==> config.mk <==
export PLATFORM = sky130hd
export DESIGN_NAME = allm_ram
export DESIGN_NICKNAME = d
export VERILOG_FILES = /design/src/design/allm_ram.sv
export SDC_FILE = /design/constraint.sdc
export NUM_CORES = 2
export LEC_CHECK = 0
export ABC_AREA = 1
export BUFFER_PORTS_ARGS = -buffer_cell sky130_fd_sc_hd__buf_2
export CORE_MARGIN = 8
export CORE_UTILIZATION = 30
export CTS_CLUSTER_DIAMETER = 100
export DETAILED_ROUTE_END_ITERATION = 10
export PLACE_DENSITY_LB_ADDON = 0.15
export SYNTH_ARGS = -nofsm -noshare
export SYNTH_HDL_FRONTEND = slang
export SYNTH_SLANG_ARGS = --single-unit
==> constraint.sdc <==
create_clock -name clock -period 3 [get_ports clock]
set_clock_uncertainty 0.15 [all_clocks]
set_input_delay 0.15 -clock clock [delete_from_list [all_inputs] [get_ports clock]]
set_output_delay 0.15 -clock clock [all_outputs]
set_load 0.05 [all_outputs]
==> src/design/allm_ram.sv <==
// Generic single write port, single read port RAM with registered read data.
// No dependencies.
`timescale 1ns / 1ps

module allm_ram #(
   parameter int WIDTH = 8,
   parameter int DEPTH = 256
) (
   input  logic                     clock,
   input  logic                     wr_en,
   input  logic [$clog2(DEPTH)-1:0] wr_addr,
   input  logic [WIDTH-1:0]         wr_data,
   input  logic [$clog2(DEPTH)-1:0] rd_addr,
   output logic [WIDTH-1:0]         rd_data
);

   logic [WIDTH-1:0] mem [DEPTH];

   always_ff @(posedge clock) begin
      if (wr_en) begin
         mem[wr_addr] <= wr_data;
      end
      rd_data <= mem[rd_addr];
   end

endmodule

==> flow_summary.json <==
{
  "hold_ws_ns": 0.0946,
  "grt_first_pass_wirelength_mm": 405,
  "timing.critical_path.arrival_ns": 3.20,
  "final-max-slew-violation-count": 0,
  "synth_enable_flop_cells": 2048,
  "maxClockFrequency_mhz": 387,
  "timing.final.setup_violations": 0,
  "switching_share": 0.234,
  "reg2regPathDepth": 11,
  "tritoncts.num_buffers": 233,
  "dieArea_um2": 295000,
  "rr_startpoint": "mem[189][2]",
  "power.internal_uw": 48500,
  "die-width_um": 543,
  "path_class": "flop to flop",
  "grt_util_all_layers": 0.185,
  "drv.max_cap_violation_count": 0,
  "critical_path.endpoint_type": "flop",
  "syn-num-nets": 7029,
  "status": "finished, final reports clean",
  "worstHoldStart": "wr_addr[0]",
  "asyncSetResetFlopFracSynth": 0,
  "clk_latency_ns": 0.90,
  "final_nets": 7438,
  "yosysTopAreaCellShare": 0.737,
  "worst-path-max-fanout": 1,
  "grt_pass1_vias": 55300,
  "placement.cell_area_um2": 91700,
  "initial_antenna_violation_count": 24,
  "fin_crit_ns": 2.58,
  "cts.clk_slew.worst_paths_ns": 0.06,
  "worstHoldPathCells": 6,
  "yosys_register_bits": 2056,
  "route.detailed.wl_per_inst_um": 24.8,
  "dr.pass1.iters": 6,
  "power_density_nw_per_um2": 639,
  "dr.first_iter.drc_count": 5228,
  "via_count": 56100,
  "netlist_top_cells_area": "edfxtp_1 (74%), nand3_1 (12%), nand2_1 (9.6%), buf_2 (1.6%), nor2_1 (1.3%)",
  "design.core.area_um2": 276000,
  "postSynthCellCount": 7003,
  "drt-vias-per-instance": 4.95,
  "worst-slew-pin-transition_ns": 1.02,
  "gp_congestion": 0.824,
  "ys_types": 14,
  "power_frac_seq": 0.501,
  "worst_setup_startpoint": "mem[189][2]",
  "number_of_rows_in_the_core_area": 193,
  "netlist_area_um2": 83400,
  "htree_levels": 4,
  "route.detailed.drc": 0,
  "post_route_cells_drive_above_1_share": 0.126,
  "postCtsHoldBufs": 24,
  "dieHeight_um": 543,
  "number_of_nets_with_antenna_violations_after_routing": 0,
  "tritoncts": "done",
  "ys_top_cells_by_count": "nand2_1 (2123), edfxtp_1 (2048), nand3_1 (2019)",
  "synth_seq_area_share": 0.739,
  "rsz0062_at_grt": "no",
  "clock-root-buffer": "clkbuf_16",
  "start_util": 0.302,
  "yosysMostFrequentCell": "nand2_1",
  "grt_remaining_overflow": 0,
  "total_power_uw": 63300,
  "cts_post_setup_buffers_inserted": 0,
  "p_sw_uw": 14800,
  "cts_buffer_depth": 4,
  "slew_headroom": 0.322,
  "area_growth_syn_to_layout_pct": 18.9,
  "critical_path.startpoint_type": "flop",
  "drt_wl_total_mm": 280,
  "place.detailed.hpwl_mm": 175,
  "io_pins": 34,
  "portBuffers": 33,
  "static_leakage_uw": 0.0348,
  "yosys_warnings": 0,
  "postSynthAreaPerCell_um2": 11.9,
  "post-route-period-util": 0.861,
  "clock_sink_count": 2056,
  "vdd_drop_max_mv": 0.445,
  "post_route_worst_setup_slack_ns": 0.417,
  "number_of_endpoints_with_negative_hold_slack_in_the_final_report": 0,
  "synth_top_area_cell": "edfxtp_1",
  "pre_cts_slack_ns": -0.136,
  "path_class_of_the_lowest_slack_min_delay_path": "input port to flop",
  "cp.required_ns": 3.62,
  "largest_net_degree_at_the_start_of_global_routing": 87,
  "comb_power_share": 0.068,
  "synth-main-ff-cell": "edfxtp_1",
  "clkPwrFrac": 0.431,
  "cts_resized": 0,
  "final_cell_area_um2": 99200
}
[cell families (layout without fill, tap and decap cells)]
group	Yosys count	count (layout)	synth area share
and+or+nand+nor	4425	4425	0.229
other	0	22	0
DFF	2056	2056	0.739
buffers and inverters	522	1112	0.0312
[cell usage in the layout (no fill, tap or decap), drive strengths merged]
master,instances
diode,22
inv,47
nor2,283
edfxtp,2048
clkinvlp,5
nand2,2123
bufinv,16
clkinv,90
dfxtp,8
nand3,2019
buf,633
clkbuf,297
dlygate4sd3,24
[state kept, by name, summed over array words and instances, names as in the netlist]
name,cells
mem,2048
rd_data,8
[critical path, stage by stage (launching register included)]
cell and delay, ns:
edfxtp_1 0.36, nand2_1 0.07, nand3_1 0.08, nand3_1 0.15, nand3_1 0.12, nand3_1 0.19, nand3_1 0.29, nand3_1 0.32
nand2_1 0.09, nand2_1 0.06, dlygate4sd3_1 0.55, nand2_1 0.05
[path summary, 6_finish.rpt]
kind | end | slack [ns]
max | rd_data[2] | 0.42
min | mem[155][4] | 0.09
max reg2reg | rd_data[2] | 0.42
min reg2reg | rd_data[3] | 0.84
[per-layer routing]
metal / routed length, um / vias to the layer above / global-route usage
met5: 27 / - / 0
met4: 7910 / 4 / 0.0502
met3: 14900 / 403 / 0.0249
met2: 130000 / 1649 / 0.299
met1: 127000 / 28300 / 0.262
li1: - / 25700 / -
[per-stage QoR]
| step | instances | util | setup TNS (ns) |
|---|---|---|---|
| 2_1_floorplan | 7003 | - | 0 |
| 3_3_place_gp | 10900 | 0.332 | -0.216 |
| 3_5_place_dp | 10900 | 0.332 | -0.194 |
| 4_1_cts | 11300 | 0.358 | 0 |
| 5_1_grt | 11300 | 0.359 | 0 |
| 6_report | 11300 | 0.359 | 0 |
[power by group through the flow]
| stage | Clock (uW) | Sequential [uW] | Combinational (uW) |
|---|---|---|---|
| 2_1_floorplan | 0 | 32300 | 1950 |
| 3_3_place_gp | 0 | 32300 | 4330 |
| 3_5_place_dp | 0 | 32300 | 4330 |
| 4_1_cts | 28000 | 31700 | 4370 |
| 5_1_grt | 29000 | 31700 | 4640 |
| 6_report | 27300 | 31700 | 4300 |
[area by class of cell]
| type | instances | area (um2) |
|---|---|---|
| well taps | 3705 | 4640 |
| diodes | 22 | 55.1 |
| clock buffers | 297 | 6110 |
| multi-input cells | 4425 | 19200 |
| flip-flops and latches | 2056 | 61700 |
| clock inverters | 119 | 1040 |
| repair buffers | 657 | 6320 |
| fillers | 27000 | 177000 |
| inverters | 39 | 183 |
No activity file was read; power rests on OpenSTA's default activity.
